File: src/assert_macros.svh
// Assertion macros shared by the RTL files of the serial gamepad reader.
// No dependencies; included by modules that carry concurrent assertions.
`ifndef ASSERT_MACROS_SVH
`define ASSERT_MACROS_SVH

// Implication that must hold at every clock edge outside reset.
`define ASSERT_IMPLY(label, clk, rst, ante, cons) \
  label: assert property (@(posedge clk) disable iff (rst) (ante) |-> (cons)) \
    else $error("assertion failed");

// Implication whose consequent is checked in the cycle after the antecedent.
`define ASSERT_NEXT(label, clk, rst, ante, cons) \
  label: assert property (@(posedge clk) disable iff (rst) (ante) |=> (cons)) \
    else $error("assertion failed");

`endif

File: src/sgr_pkg.sv
// Package of the serial gamepad reader: opcodes, reset constants and result beat type.
// No dependencies.
`default_nettype none

package sgr_pkg;

  localparam logic OP_TICK  = 1'b0;
  localparam logic OP_CLEAR = 1'b1;

  localparam int DIV_WIDTH = 16;
  localparam int IDX_WIDTH = 3;
  localparam int MASK_OUT_WIDTH = 8;
  localparam logic [DIV_WIDTH-1:0] DIVIDER_RESET = 16'd100;

  typedef struct packed {
    logic                      latch_out;
    logic                      clock_out;
    logic [MASK_OUT_WIDTH-1:0] pressed_mask;
    logic [MASK_OUT_WIDTH-1:0] held_mask;
    logic                      press_event;
    logic                      selected_pressed;
    logic                      selected_held;
  } result_t;

endpackage

`default_nettype wire

File: src/serial_gamepad_reader_unit.sv
// Top level of the serial gamepad reader: divider, latch/clock sequencer and press masks.
// Depends on sgr_pkg and assert_macros.svh.
`default_nettype none
`include "assert_macros.svh"

// Each input beat is handled in a single state update: a tick beat advances the divider and, on a
// divided tick, the latch/clock sequencer; a clear beat consumes the pending presses.
// One result beat is produced per accepted beat. A new beat is accepted every cycle
// while the skid register is empty: the skid register behind the output register keeps
// input accepted for one more beat while the output is stalled.
module serial_gamepad_reader_unit
  import sgr_pkg::*;
#(
  parameter int BUTTON_COUNT = 8
) (
  input  wire                       clk,
  input  wire                       rst,
  input  wire                       cfg_write_enable,
  input  wire [DIV_WIDTH-1:0]       cfg_write_data,
  input  wire                       in_valid,
  output logic                      in_stall,
  input  wire                       opcode,
  input  wire                       data_bit,
  input  wire [IDX_WIDTH-1:0]       button_index,
  output logic                      out_valid,
  input  wire                       out_stall,
  output logic                      latch_out,
  output logic                      clock_out,
  output logic [MASK_OUT_WIDTH-1:0] pressed_mask,
  output logic [MASK_OUT_WIDTH-1:0] held_mask,
  output logic                      press_event,
  output logic                      selected_pressed,
  output logic                      selected_held
);

  localparam int PHASE_WIDTH = $clog2(BUTTON_COUNT + 2);
  localparam logic [PHASE_WIDTH-1:0] PHASE_LATCH = PHASE_WIDTH'(0);
  localparam logic [PHASE_WIDTH-1:0] PHASE_FIRST = PHASE_WIDTH'(1);
  localparam logic [PHASE_WIDTH-1:0] PHASE_CLOCK = PHASE_WIDTH'(2);
  localparam logic [PHASE_WIDTH-1:0] PHASE_LAST  = PHASE_WIDTH'(BUTTON_COUNT);

  logic [DIV_WIDTH-1:0]    tick_divider;
  logic [DIV_WIDTH-1:0]    divider_count, divider_count_next;
  logic [PHASE_WIDTH-1:0]  phase, phase_next;
  logic [BUTTON_COUNT-1:0] shift_reg, shift_reg_next;
  logic [BUTTON_COUNT-1:0] pending_press, pending_press_next;
  logic [BUTTON_COUNT-1:0] consumed_mask, consumed_mask_next;
  logic [BUTTON_COUNT-1:0] held_snapshot, held_snapshot_next;
  logic                    latch_level, latch_level_next;
  logic                    clock_level, clock_level_next;

  logic                    accept;
  logic                    event_flag;
  logic                    sampled;
  logic [BUTTON_COUNT-1:0] shift_sampled;
  logic [BUTTON_COUNT-1:0] pending_merged;
  logic [31:0]             pending_ext, held_ext;
  logic [7:0]              pending_low, held_low;
  result_t                 result, out_reg, skid;
  logic                    skid_valid;

  assign in_stall = skid_valid;
  assign accept   = in_valid && !skid_valid;
  assign shift_sampled = {shift_reg[BUTTON_COUNT-2:0], data_bit};

  always_comb begin
    divider_count_next = divider_count;
    phase_next         = phase;
    shift_reg_next     = shift_reg;
    pending_press_next = pending_press;
    consumed_mask_next = consumed_mask;
    held_snapshot_next = held_snapshot;
    latch_level_next   = latch_level;
    clock_level_next   = clock_level;
    event_flag         = 1'b0;
    sampled            = 1'b0;
    pending_merged     = pending_press | ~shift_sampled;
    if (opcode == OP_CLEAR) begin
      consumed_mask_next = consumed_mask | pending_press;
      held_snapshot_next = '0;
      pending_press_next = '0;
    end else if (divider_count < tick_divider) begin
      divider_count_next = divider_count + DIV_WIDTH'(1);
    end else begin
      divider_count_next = '0;
      if (phase == PHASE_LATCH) begin
        latch_level_next = 1'b1;
        phase_next       = PHASE_FIRST;
      end else if (phase == PHASE_FIRST) begin
        latch_level_next = 1'b0;
        shift_reg_next   = shift_sampled;
        phase_next       = PHASE_CLOCK;
      end else begin
        clock_level_next = ~clock_level;
        if (clock_level) begin
          latch_level_next = 1'b0;
          shift_reg_next   = shift_sampled;
          phase_next       = phase + PHASE_WIDTH'(1);
          sampled          = (phase == PHASE_LAST);
        end
      end
      if (sampled) begin
        held_snapshot_next = pending_merged;
        pending_press_next = pending_merged & ~consumed_mask;
        consumed_mask_next = consumed_mask & ~shift_sampled;
        shift_reg_next     = '0;
        phase_next         = PHASE_LATCH;
        event_flag         = |(pending_merged & ~consumed_mask);
      end
    end
  end

  always_comb begin
    pending_ext = 32'(pending_press_next);
    held_ext    = 32'(held_snapshot_next);
    pending_low = pending_ext[7:0];
    held_low    = held_ext[7:0];
    result.latch_out        = latch_level_next;
    result.clock_out        = clock_level_next;
    result.pressed_mask     = pending_low;
    result.held_mask        = held_low;
    result.press_event      = event_flag;
    result.selected_pressed = pending_low[button_index];
    result.selected_held    = held_low[button_index];
  end

  always_ff @(posedge clk) begin
    if (rst) begin
      tick_divider  <= DIVIDER_RESET;
      divider_count <= '0;
      phase         <= '0;
      shift_reg     <= '0;
      pending_press <= '0;
      consumed_mask <= '0;
      held_snapshot <= '0;
      latch_level   <= 1'b0;
      clock_level   <= 1'b0;
    end else begin
      if (cfg_write_enable) begin
        tick_divider <= cfg_write_data;
      end
      if (accept) begin
        divider_count <= divider_count_next;
        phase         <= phase_next;
        shift_reg     <= shift_reg_next;
        pending_press <= pending_press_next;
        consumed_mask <= consumed_mask_next;
        held_snapshot <= held_snapshot_next;
        latch_level   <= latch_level_next;
        clock_level   <= clock_level_next;
      end
    end
  end

  always_ff @(posedge clk) begin
    if (rst) begin
      out_valid  <= 1'b0;
      skid_valid <= 1'b0;
    end else if (!out_valid || !out_stall) begin
      if (skid_valid) begin
        out_valid  <= 1'b1;
        skid_valid <= 1'b0;
      end else begin
        out_valid <= accept;
      end
    end else if (accept) begin
      skid_valid <= 1'b1;
    end
  end

  always_ff @(posedge clk) begin
    if (!out_valid || !out_stall) begin
      if (skid_valid) begin
        out_reg <= skid;
      end else if (accept) begin
        out_reg <= result;
      end
    end else if (accept) begin
      skid <= result;
    end
  end

  assign latch_out        = out_reg.latch_out;
  assign clock_out        = out_reg.clock_out;
  assign pressed_mask     = out_reg.pressed_mask;
  assign held_mask        = out_reg.held_mask;
  assign press_event      = out_reg.press_event;
  assign selected_pressed = out_reg.selected_pressed;
  assign selected_held    = out_reg.selected_held;

  `ASSERT_IMPLY(a_skid_behind_out, clk, rst, skid_valid, out_valid)
  `ASSERT_IMPLY(a_latch_in_first_phase, clk, rst, latch_level, phase == PHASE_FIRST)
  `ASSERT_IMPLY(a_clock_after_latch, clk, rst, clock_level, phase >= PHASE_CLOCK)
  `ASSERT_NEXT(a_clear_empties, clk, rst, accept && opcode == OP_CLEAR,
               pending_press == '0 && held_snapshot == '0)

endmodule

`default_nettype wire
File: config.mk
export PLATFORM = sky130hd
export DESIGN_NAME = serial_gamepad_reader_unit
export DESIGN_NICKNAME = d
export VERILOG_FILES = /design/src/sgr_pkg.sv /design/src/serial_gamepad_reader_unit.sv
export VERILOG_INCLUDE_DIRS = /design/src /design/src/src
export SDC_FILE = /design/constraint.sdc
export NUM_CORES = 1
export LEC_CHECK = 0
export BUFFER_PORTS_ARGS = -buffer_cell sky130_fd_sc_hd__buf_2
export CAP_MARGIN = 10
export CORE_UTILIZATION = 35
export DETAILED_ROUTE_END_ITERATION = 10
export PLACE_DENSITY_LB_ADDON = 0.08
export SETUP_SLACK_MARGIN = 0.3
export SKIP_LAST_GASP = 1
export SYNTH_ARGS = -nofsm -noshare
export SYNTH_HDL_FRONTEND = slang
export SYNTH_SLANG_ARGS = --single-unit
export TNS_END_PERCENT = 20
File: constraint.sdc
create_clock -name clk -period 2.17 [get_ports clk]
set_input_delay 0.434 -clock clk [delete_from_list [all_inputs] [get_ports clk]]
set_output_delay 0.434 -clock clk [all_outputs]
set_load 0.02 [all_outputs]
Word level (Yosys, flattened, before mapping) --
Cells that the tools add are included.
Word-level totals: bits in registers 113, output and inout bits 23, word-level logic and storage cells 103, bits in writable memories 0, bits in latches 0, memories kept 0, bits in read-only memories 0
Cells by class: bitwise gates (word level) 10, mux-type cells 42, add/subtract/negate cells 2, multiply operators 0, order comparisons 2, shifts and indexed selects 0, eq/ne operators 4, reductions and logical operators 18, div/mod/pow operators 0
Operators by type and width (count):
- two-way mux 8 bit | 9
- two-way mux 21 bit | 2
- two-way mux 7 bit | 4
- two-way mux 1 bit | 20
- adder 16 x 1 -> 16 bit, second input constant | 1
- AND 8 bit | 2
- less-than comparator 16 bit | 1
- two-way mux 16 bit | 1
- two-way mux 4 bit | 4
- NOT 8 bit | 2
- bitwise OR 8 bit | 2
- OR reduction 8 bit | 1
- binary-select mux 1 bit (select 3 bit) | 2
- AND reduction 2 bit | 3
- AND reduction 5 bit | 1
- adder 4 x 1 -> 4 bit, second input constant | 1
- == test 4 x 1 -> 1 bit, second input constant | 1
- == test 4 bit, second input constant | 1
- logical NOT 4 bit | 1
- less-than comparator 3 x 4 -> 1 bit, second input constant | 1
- NOT 1 bit | 4
- AND reduction 4 bit | 1
- nonzero test 2 bit | 2
- nonzero test 4 bit | 1
- other kinds (8) | 10

Depth between registers and ports, before layout --
Gate-level depths: netlist of the first run.
word-level depth 13, mapped depth 12, mapped depth without buffers 10

Least setup slack after synthesis of the first run --
No wires, ideal clock.
path type flip-flop to flip-flop, start reg skid_valid (netlist: in_stall), end reg out_reg, in the netlist clock_out, enable pin, arrival 2.002 ns, cell stages (with the launch flop) 4, period minus slack after synthesis 2.408 ns, library setup time 0.406 ns, setup slack -0.238 ns, cell sequence dfxtp_1 > buf_1 > nor2_1 > a21oi_1
Between the ends: longest elaborated chain between the ends 4
Ends and longest elaborated chain:
- start: declaration | line serial_gamepad_reader_unit.sv:60 | logic skid_valid;
- start signal: assignment | line serial_gamepad_reader_unit.sv:158 | skid_valid <= 1'b0;
- start signal: assignment | line serial_gamepad_reader_unit.sv:162 | skid_valid <= 1'b0;
- start signal: assignment | line serial_gamepad_reader_unit.sv:167 | skid_valid <= 1'b1;
- logical NOT 1 bit | line serial_gamepad_reader_unit.sv:63 | assign accept = in_valid && !skid_valid;
- logical AND 1 bit | line serial_gamepad_reader_unit.sv:63
- nonzero test 2 bit (no source line) *
- AND reduction 2 bit (no source line) *
- end signal: assignment | line serial_gamepad_reader_unit.sv:174 | out_reg <= skid;
- end signal: assignment | line serial_gamepad_reader_unit.sv:176 | out_reg <= result;
- end: declaration | line serial_gamepad_reader_unit.sv:59 | result_t result, out_reg, skid;
Every way passes the cells marked *; elsewhere a longest branch is shown, timed or not. A chain may end at the register's enable or synchronous reset.

Worst setup path after layout of the first run --
start reg tick_divider[2], end reg held_snapshot[5]
Between the ends: longest elaborated chain between the ends 3
Ends and longest elaborated chain:
- start: declaration | line serial_gamepad_reader_unit.sv:42 | logic [DIV_WIDTH-1:0] tick_divider;
- start signal: assignment | line serial_gamepad_reader_unit.sv:140 | tick_divider <= cfg_write_data;
- less-than comparator 16 bit | line serial_gamepad_reader_unit.sv:82 | end else if (divider_count < tick_divider) begin
- two-way mux 8 bit | line serial_gamepad_reader_unit.sv:82
- two-way mux 8 bit | line serial_gamepad_reader_unit.sv:78 | if (opcode == OP_CLEAR) begin
- end signal: assignment | line serial_gamepad_reader_unit.sv:148 | held_snapshot <= held_snapshot_next;
- end: declaration | line serial_gamepad_reader_unit.sv:48 | logic [BUTTON_COUNT-1:0] held_snapshot, held_snapshot_next;
Every way passes these cells.

==> flow_summary_export.csv, run 1 <==
group,metric,value,unit
floorplan,rows,45,
floorplan,start_util,36.2,%
sta,rsz0062_at_grt,"yes",
finish,final_cell_mix,"nand2_1 (78), dfxtp_1 (60), nor2_1 (57)",
synth,ys.flop_type,"dfxtp_1",
finish,nets,737,
flow_run,cap_viol_max_count,0,
finish,area_growth,34.9,%
global_route,grt_pass1_vias,4456,
placement,place_inst,877,
placement,pre_cts_ws,-0.376,ns
synth,ys.warnings.count,0,
finish,multi_input_area,2990,µm²
clocking,clock-sinks,113,
setup_path,reg2reg_slack,-0.37,ns
placement,hpwl,9.76,mm
finish,drive_gt1_share,33.1,%
setup_path,rr_worst_depth,12,
global_route,grt_max_degree,41,
outcome,status,"complete, but fails checks",
clocking,clockRootBuffer,"clkbuf_16",
drt,drt_first_pass_iters,5,
finish,largest_register_ffs,21,
floorplan,fp.dieW,128,µm
finish,seq_area,2700,µm²
clocking,cts_buffer_depth,2,
finish,final_common_cell,"nand2_1",
sta,tightest_slew,0.497,ns
sta,slew_violations,0,
clocking,cts_tree,"yes",
synth,ys_async_sr_fraction,0,%
synth,syn_inst,588,
synth,synth_nets,634,
finish,post-route-util,48.9,%
synth,synth-seq-cells,113,
clocking,htreeDepth,4,
synth,synth_top_cell_by_area,"dfxtp_1",
synth,ys_types,60,
sta,fin_ws,-0.375,ns
drt,wirelength,14.0,mm
global_route,antenna_found_initial,0,
outcome,violations,"negative setup slack",
sta,period_needed,2.54,ns
drt,drc_errors,0,
global_route,grt_pass1_wl,22.2,mm
synth,ys_seq_area_share,48.2,%
floorplan,die_area,16400,µm²
setup_path,r2r-end,"held_snapshot[5]",
synth,avgSynthCellArea,9.47,µm²
placement,place_congestion,0.841,
setup_path,crit_required,2.51,ns
drt,routedWlPerCell,15.3,µm
setup_path,worstReg2RegStart,"tick_divider[2]",
sta,slew_headroom,66.8,%
drt,vias,4595,
setup_path,critPathLaunchType,"flip-flop",
hold_path,hold_depth,3,
clocking,path_clk_slew,0.05,ns
sta,fmax,393,MHz
floorplan,io_pins,49,
clocking,cts_made_buffers,17,
global_route,grt_remaining_overflow,0,
pwr,power_density,696,nW/µm²
synth,synth_area_leaders,"dfxtp_1 (26%), edfxtp_1 (23%), nand2_1 (5.4%), a21oi_1 (4.6%), ha_1 (4.5%)",
finish,fin_cells,915,
setup_path,crit_fanout,8,
drt,drt-initial-drc-count,304,
sta,period_share,117,%
pwr,max-vdd-ir-drop,510,µV
synth,synth_top_cell_area_share,25.5,%
sta,hold_viol,0,
setup_path,path_class,"reg2reg",
finish,insertedDiodeCount,0,
finish,fillers,1452,
pwr,power.total,5.23,mW
finish,largestRegisters,"skid: 21 flops, divider_count: 16 flops, tick_divider: 16 flops",
hold_path,holdCritStartpoint,"cfg_write_data[2]",
hold_path,worstHoldPathType,"in2reg",
setup_path,worst_setup_path_end_kind,"flip-flop",
clocking,insertion_delay,0.42,ns
drt,ant_nets,0,
hold_path,hold_end,"tick_divider[2]",
sta,finClkSkew,0.00688,ns
sta,setup_viol,89,
drt,vias_per_cell,5.02,
pwr,p_leak,2.88,nW
floorplan,chipHeight,128,µm
finish,regMostFlops,"skid",
setup_path,cp.arrival,2.88,ns
synth,synth_edf_count,42,
floorplan,core,15400,µm²
global_route,grtUsageTotal,17.5,%
synth,synth_area,5570,µm²
placement,place.port_buffers,48,
-- routing by layer --
metal	vias up	track usage [%]	wire, µm
li1	2309	-	-
met1	2190	22.4	6710
met2	80	28.5	6630
met3	16	4.01	426
met4	0	7.34	221
met5	-	0	0
-- per-stage QoR --
stage / TNS [ns] / hold WS [ns] / area [µm²]
finish: -16.47 / 0.232 / 7510
global route: -27.27 / 0.246 / 7510
CTS: -14.14 / 0.223 / 7130
floorplan: -1.45 / 0.432 / 5610
global placement: -16.24 / 0.442 / 6500
detailed placement: -18.26 / 0.454 / 6500
-- cell usage after synthesis, types with 10 or more instances --
library cell / instances
nand3_1: 19
xor2_1: 11
a21oi_1: 51
o21ai_0: 18
dfxtp_1: 71
nand2_1: 80
mux2_2: 13
mux2i_1: 19
nand2b_1: 10
ha_1: 20
edfxtp_1: 42
nor2_1: 59
inv_1: 34
clkbuf_1: 21
-- what timing repair did --
item / 4_1_cts / 5_1_grt
gates resized for setup: 13 / 62
setup endpoints to repair: 95 / 95
pin swaps: 4 / 25
hold buffers: 0 / 0
gates cloned: 0 / 2
buffers inserted: 0 / 4
-- final cells by class --
class	instances	share of cell area, %
well taps	211	3.51
repair buffers	115	11.7
clock buffers	28	7.16
clock inverters	4	0.266
flip-flops and latches	113	35.9
multi-input cells	410	39.8
inverters	34	1.70
-- how the worst max path moves through the flow --
stage                     cells after the start               end  slack (ns)        startpoint
after floorplan                              11           skid[0]       -0.09   tick_divider[9]
after global placement                       12      held_mask[7]       -0.34   tick_divider[1]
after detailed placement                     11  selected_pressed       -0.38   tick_divider[2]
after CTS                                    11  selected_pressed       -0.36  tick_divider[14]
after global routing                         11           skid[0]       -0.51   tick_divider[2]
final                                        12  held_snapshot[5]       -0.37   tick_divider[2]
-- kinds of logic after synthesis --
| group | after synthesis | synth area share, % |
|---|---|---|
| muxes | 34 | 6.92 |
| DFF | 113 | 48.2 |
| xor gates and xnor gates | 15 | 2.36 |
| AOI/OAI and AO/OA | 129 | 15.5 |
| adders and majority gates | 20 | 4.49 |
| buffers and inverters | 65 | 4.85 |
| and+or+nand+nor | 212 | 17.7 |
-- worst max-delay path, cell delays in order (launching register included) --
cell and delay, ns:
dfxtp_2 0.31, inv_2 0.07, ha_4 0.20, a211oi_2 0.20, o21ai_2 0.10, a211oi_2 0.33
o21a_1 0.23, buf_12 0.15, nor2_8 0.06, buf_6 0.15, mux2i_4 0.19, or3_1 0.35
a21oi_1 0.13
-- power by group --
group / switching (mW) / internal, mW
Clock: 0.918 / 1.67
Sequential: 0.0191 / 2.26
Combinational: 0.225 / 0.142
Total: 1.16 / 4.07
Power figures use the tool's default switching activity.
==> run 2, diff against run 1 <==
--- a/config.mk
+++ b/config.mk
@@ -16,4 +16,3 @@
 export SYNTH_ARGS = -nofsm -noshare
 export SYNTH_HDL_FRONTEND = slang
 export SYNTH_SLANG_ARGS = --single-unit
-export TNS_END_PERCENT = 20
==> constraint.sdc (replaced) <==
create_clock -name clk -period 2.87 [get_ports clk]
set_input_delay 0.574 -clock clk [delete_from_list [all_inputs] [get_ports clk]]
set_output_delay 0.574 -clock clk [all_outputs]
set_load 0.02 [all_outputs]
==> run 2 against run 1 <==
Net effect:
- the run now ends clean
- final area fell by 1.9%
- sequential power down 25%
- sequential cell count unchanged
- count of clock-buffer cells in the layout shrank 3
- via count barely moved
- non-clock buffer count is 24 lower
- utilization fell by 0.94 points
- critical endpoint is now skid[0]
- largest power group unchanged
==> flow_summary_export.csv, run 2 (synthesized netlist as in run 1, its figures left out) <==
group,metric,value,unit
setup_path,slowest_stage,"o41ai_2",
global_route,grtUsageTotal,18.2,%
clocking,htreeDepth,4,
sta,fin_ws,0.272,ns
placement,hpwl,9.39,mm
placement,place.port_buffers,48,
floorplan,start_util,36.2,%
finish,area_growth,32.3,%
floorplan,io_pins,49,
setup_path,crit_family,"compound AO/OA/AOI/OAI gates",
sta,setup_viol,0,
global_route,grt-busiest-layer,"met2",
pwr,p_leak,2.75,nW
global_route,grt_use_met3,4.72,%
clocking,cts_buffer_depth,2,
sta,finClkSkew,0.00888,ns
pwr,power_density,535,nW/µm²
sta,hold_viol,0,
drt,vias_per_cell,5.15,
drt,drt_first_pass_iters,5,
global_route,grt_pass1_wl,22.8,mm
setup_path,path_class,"reg2reg",
drt,wirelength,14.5,mm
placement,pre_cts_ws,-0.0617,ns
hold_path,worstHoldPathType,"in2reg",
setup_path,worst_setup_path_end_kind,"flip-flop",
setup_path,worst_path_largest_cell_delay,0.43,ns
clocking,cts_tree,"yes",
drt,ant_nets,0,
pwr,max-vdd-ir-drop,406,µV
clocking,cts_made_buffers,17,
setup_path,critPathLaunchType,"flip-flop",
clocking,clock-sinks,113,
global_route,met2_usage,29.6,%
clocking,insertion_delay,0.42,ns
finish,nets,714,
floorplan,core,15400,µm²
sta,fmax,385,MHz
clocking,path_clk_slew,0.06,ns
clocking,clockRootBuffer,"clkbuf_16",
flow_run,cap_viol_max_count,0,
setup_path,crit_fanout,6,
floorplan,fp.dieW,128,µm
outcome,status,"finished clean",
global_route,grt_pass1_vias,4453,
global_route,antenna_found_initial,0,
hold_path,hold_depth,3,
finish,fillers,1473,
finish,final_common_cell,"nand2_1",
drt,vias,4593,
sta,slew_violations,0,
finish,regMostFlops,"skid",
sta,rsz0062_at_grt,"yes",
finish,drive_gt1_share,34.2,%
setup_path,cp_common_cell,"a211oi_2",
placement,place_congestion,0.845,
setup_path,rr_worst_depth,12,
sta,slew_headroom,58.7,%
finish,largest_register_ffs,21,
drt,routedWlPerCell,16.3,µm
setup_path,critical_path_buf_inv_count,3,
setup_path,crit_required,3.14,ns
global_route,grt_remaining_overflow,0,
global_route,met1_usage,23.1,%
finish,insertedDiodeCount,0,
setup_path,crit_cells,12,
setup_path,cp.arrival,2.87,ns
finish,final_cell_mix,"nand2_1 (76), nor2_1 (59), dfxtp_1 (56)",
setup_path,path_cells,"inv_2 > ha_4 > a211oi_2 > o21ai_2 > a211oi_2 > buf_4 > o21a_4 > buf_12 > nor3_1 > o41ai_2 > o211ai_1 > a21oi_1",
floorplan,rows,45,
sta,period_needed,2.60,ns
finish,largestRegisters,"skid: 21 flops, divider_count: 16 flops, tick_divider: 16 flops",
sta,tightest_slew,0.620,ns
finish,post-route-util,47.9,%
drt,drc_errors,0,
sta,period_share,90.5,%
floorplan,chipHeight,128,µm
clocking,cts_hold_buf,0,
drt,drt-initial-drc-count,340,
floorplan,die_area,16400,µm²
global_route,grt_max_degree,53,
-- run 2: changes by cell type in the layout (fill, tap and decap cells not counted), sizes merged --
cell | previous run | this run
buf | 113 | 91
clkinv | 4 | 6
clkbuf | 30 | 25
nor2 | 61 | 62
bufinv | 0 | 1
-- run 2: path summary, 6_finish.rpt --
check,startpoint,endpoint,slack (ns)
worst max-delay path,tick_divider[2],skid[0],0.27
worst min-delay path,cfg_write_data[5],tick_divider[5],0.38
worst max register to register,tick_divider[2],skid[0],0.27
worst min register to register,shift_reg[6],shift_reg[6],0.45
-- run 2: routing by layer --
metal / vias up / share of wire [%]
li1: 2252 / -
met1: 2228 / 46
met2: 89 / 48
met3: 24 / 3.5
met4: 0 / 1.7
met5: - / 0
-- run 2: worst reg2reg max path: stages (launching register included) --
cell	delay [ns]
dfxtp_2	0.31
inv_2	0.06
ha_4	0.20
a211oi_2	0.23
o21ai_2	0.09
a211oi_2	0.28
buf_4	0.16
o21a_4	0.15
buf_12	0.15
nor3_1	0.07
o41ai_2	0.43
o211ai_1	0.15
a21oi_1	0.16
-- run 2: cell type report --
type	instances	area (µm²)	share of cell area, %
clock inverter	7	60.1	0.815
tap	211	264	3.58
inverter	34	128	1.73
clock buffer	25	485	6.59
timing repair buffer	91	621	8.42
multi-input combinational	411	3110	42.2
sequential	113	2700	36.7
-- run 2: what timing repair did --
action	4_1_cts	5_1_grt
buffers inserted	10	4
gates cloned	2	0
resized for setup	52	71
pin swaps	22	41
setup endpoints to repair	44	40
-- run 2: power breakdown --
| group | switching (mW) | internal (mW) | leakage, nW | total, mW |
|---|---|---|---|---|
| Clock | 0.712 | 1.25 | 0.275 | 1.96 |
| Sequential | 0.0158 | 1.71 | 0.989 | 1.72 |
| Combinational | 0.169 | 0.0941 | 1.49 | 0.263 |
| Total | 0.897 | 3.05 | 2.75 | 3.94 |
-- run 2: through the flow --
step	hold WS [ns]	instance area, µm²	power, mW	TNS [ns]	cells
finish	0.381	7370	3.94	0	892
global route	0.383	7370	4.09	0	892
CTS	0.366	7000	3.99	0	888
detailed placement	0.450	6150	1.99	-0.0617	844
global placement	0.441	6150	1.98	0	844
floorplan	0.432	5570	1.90	0	588
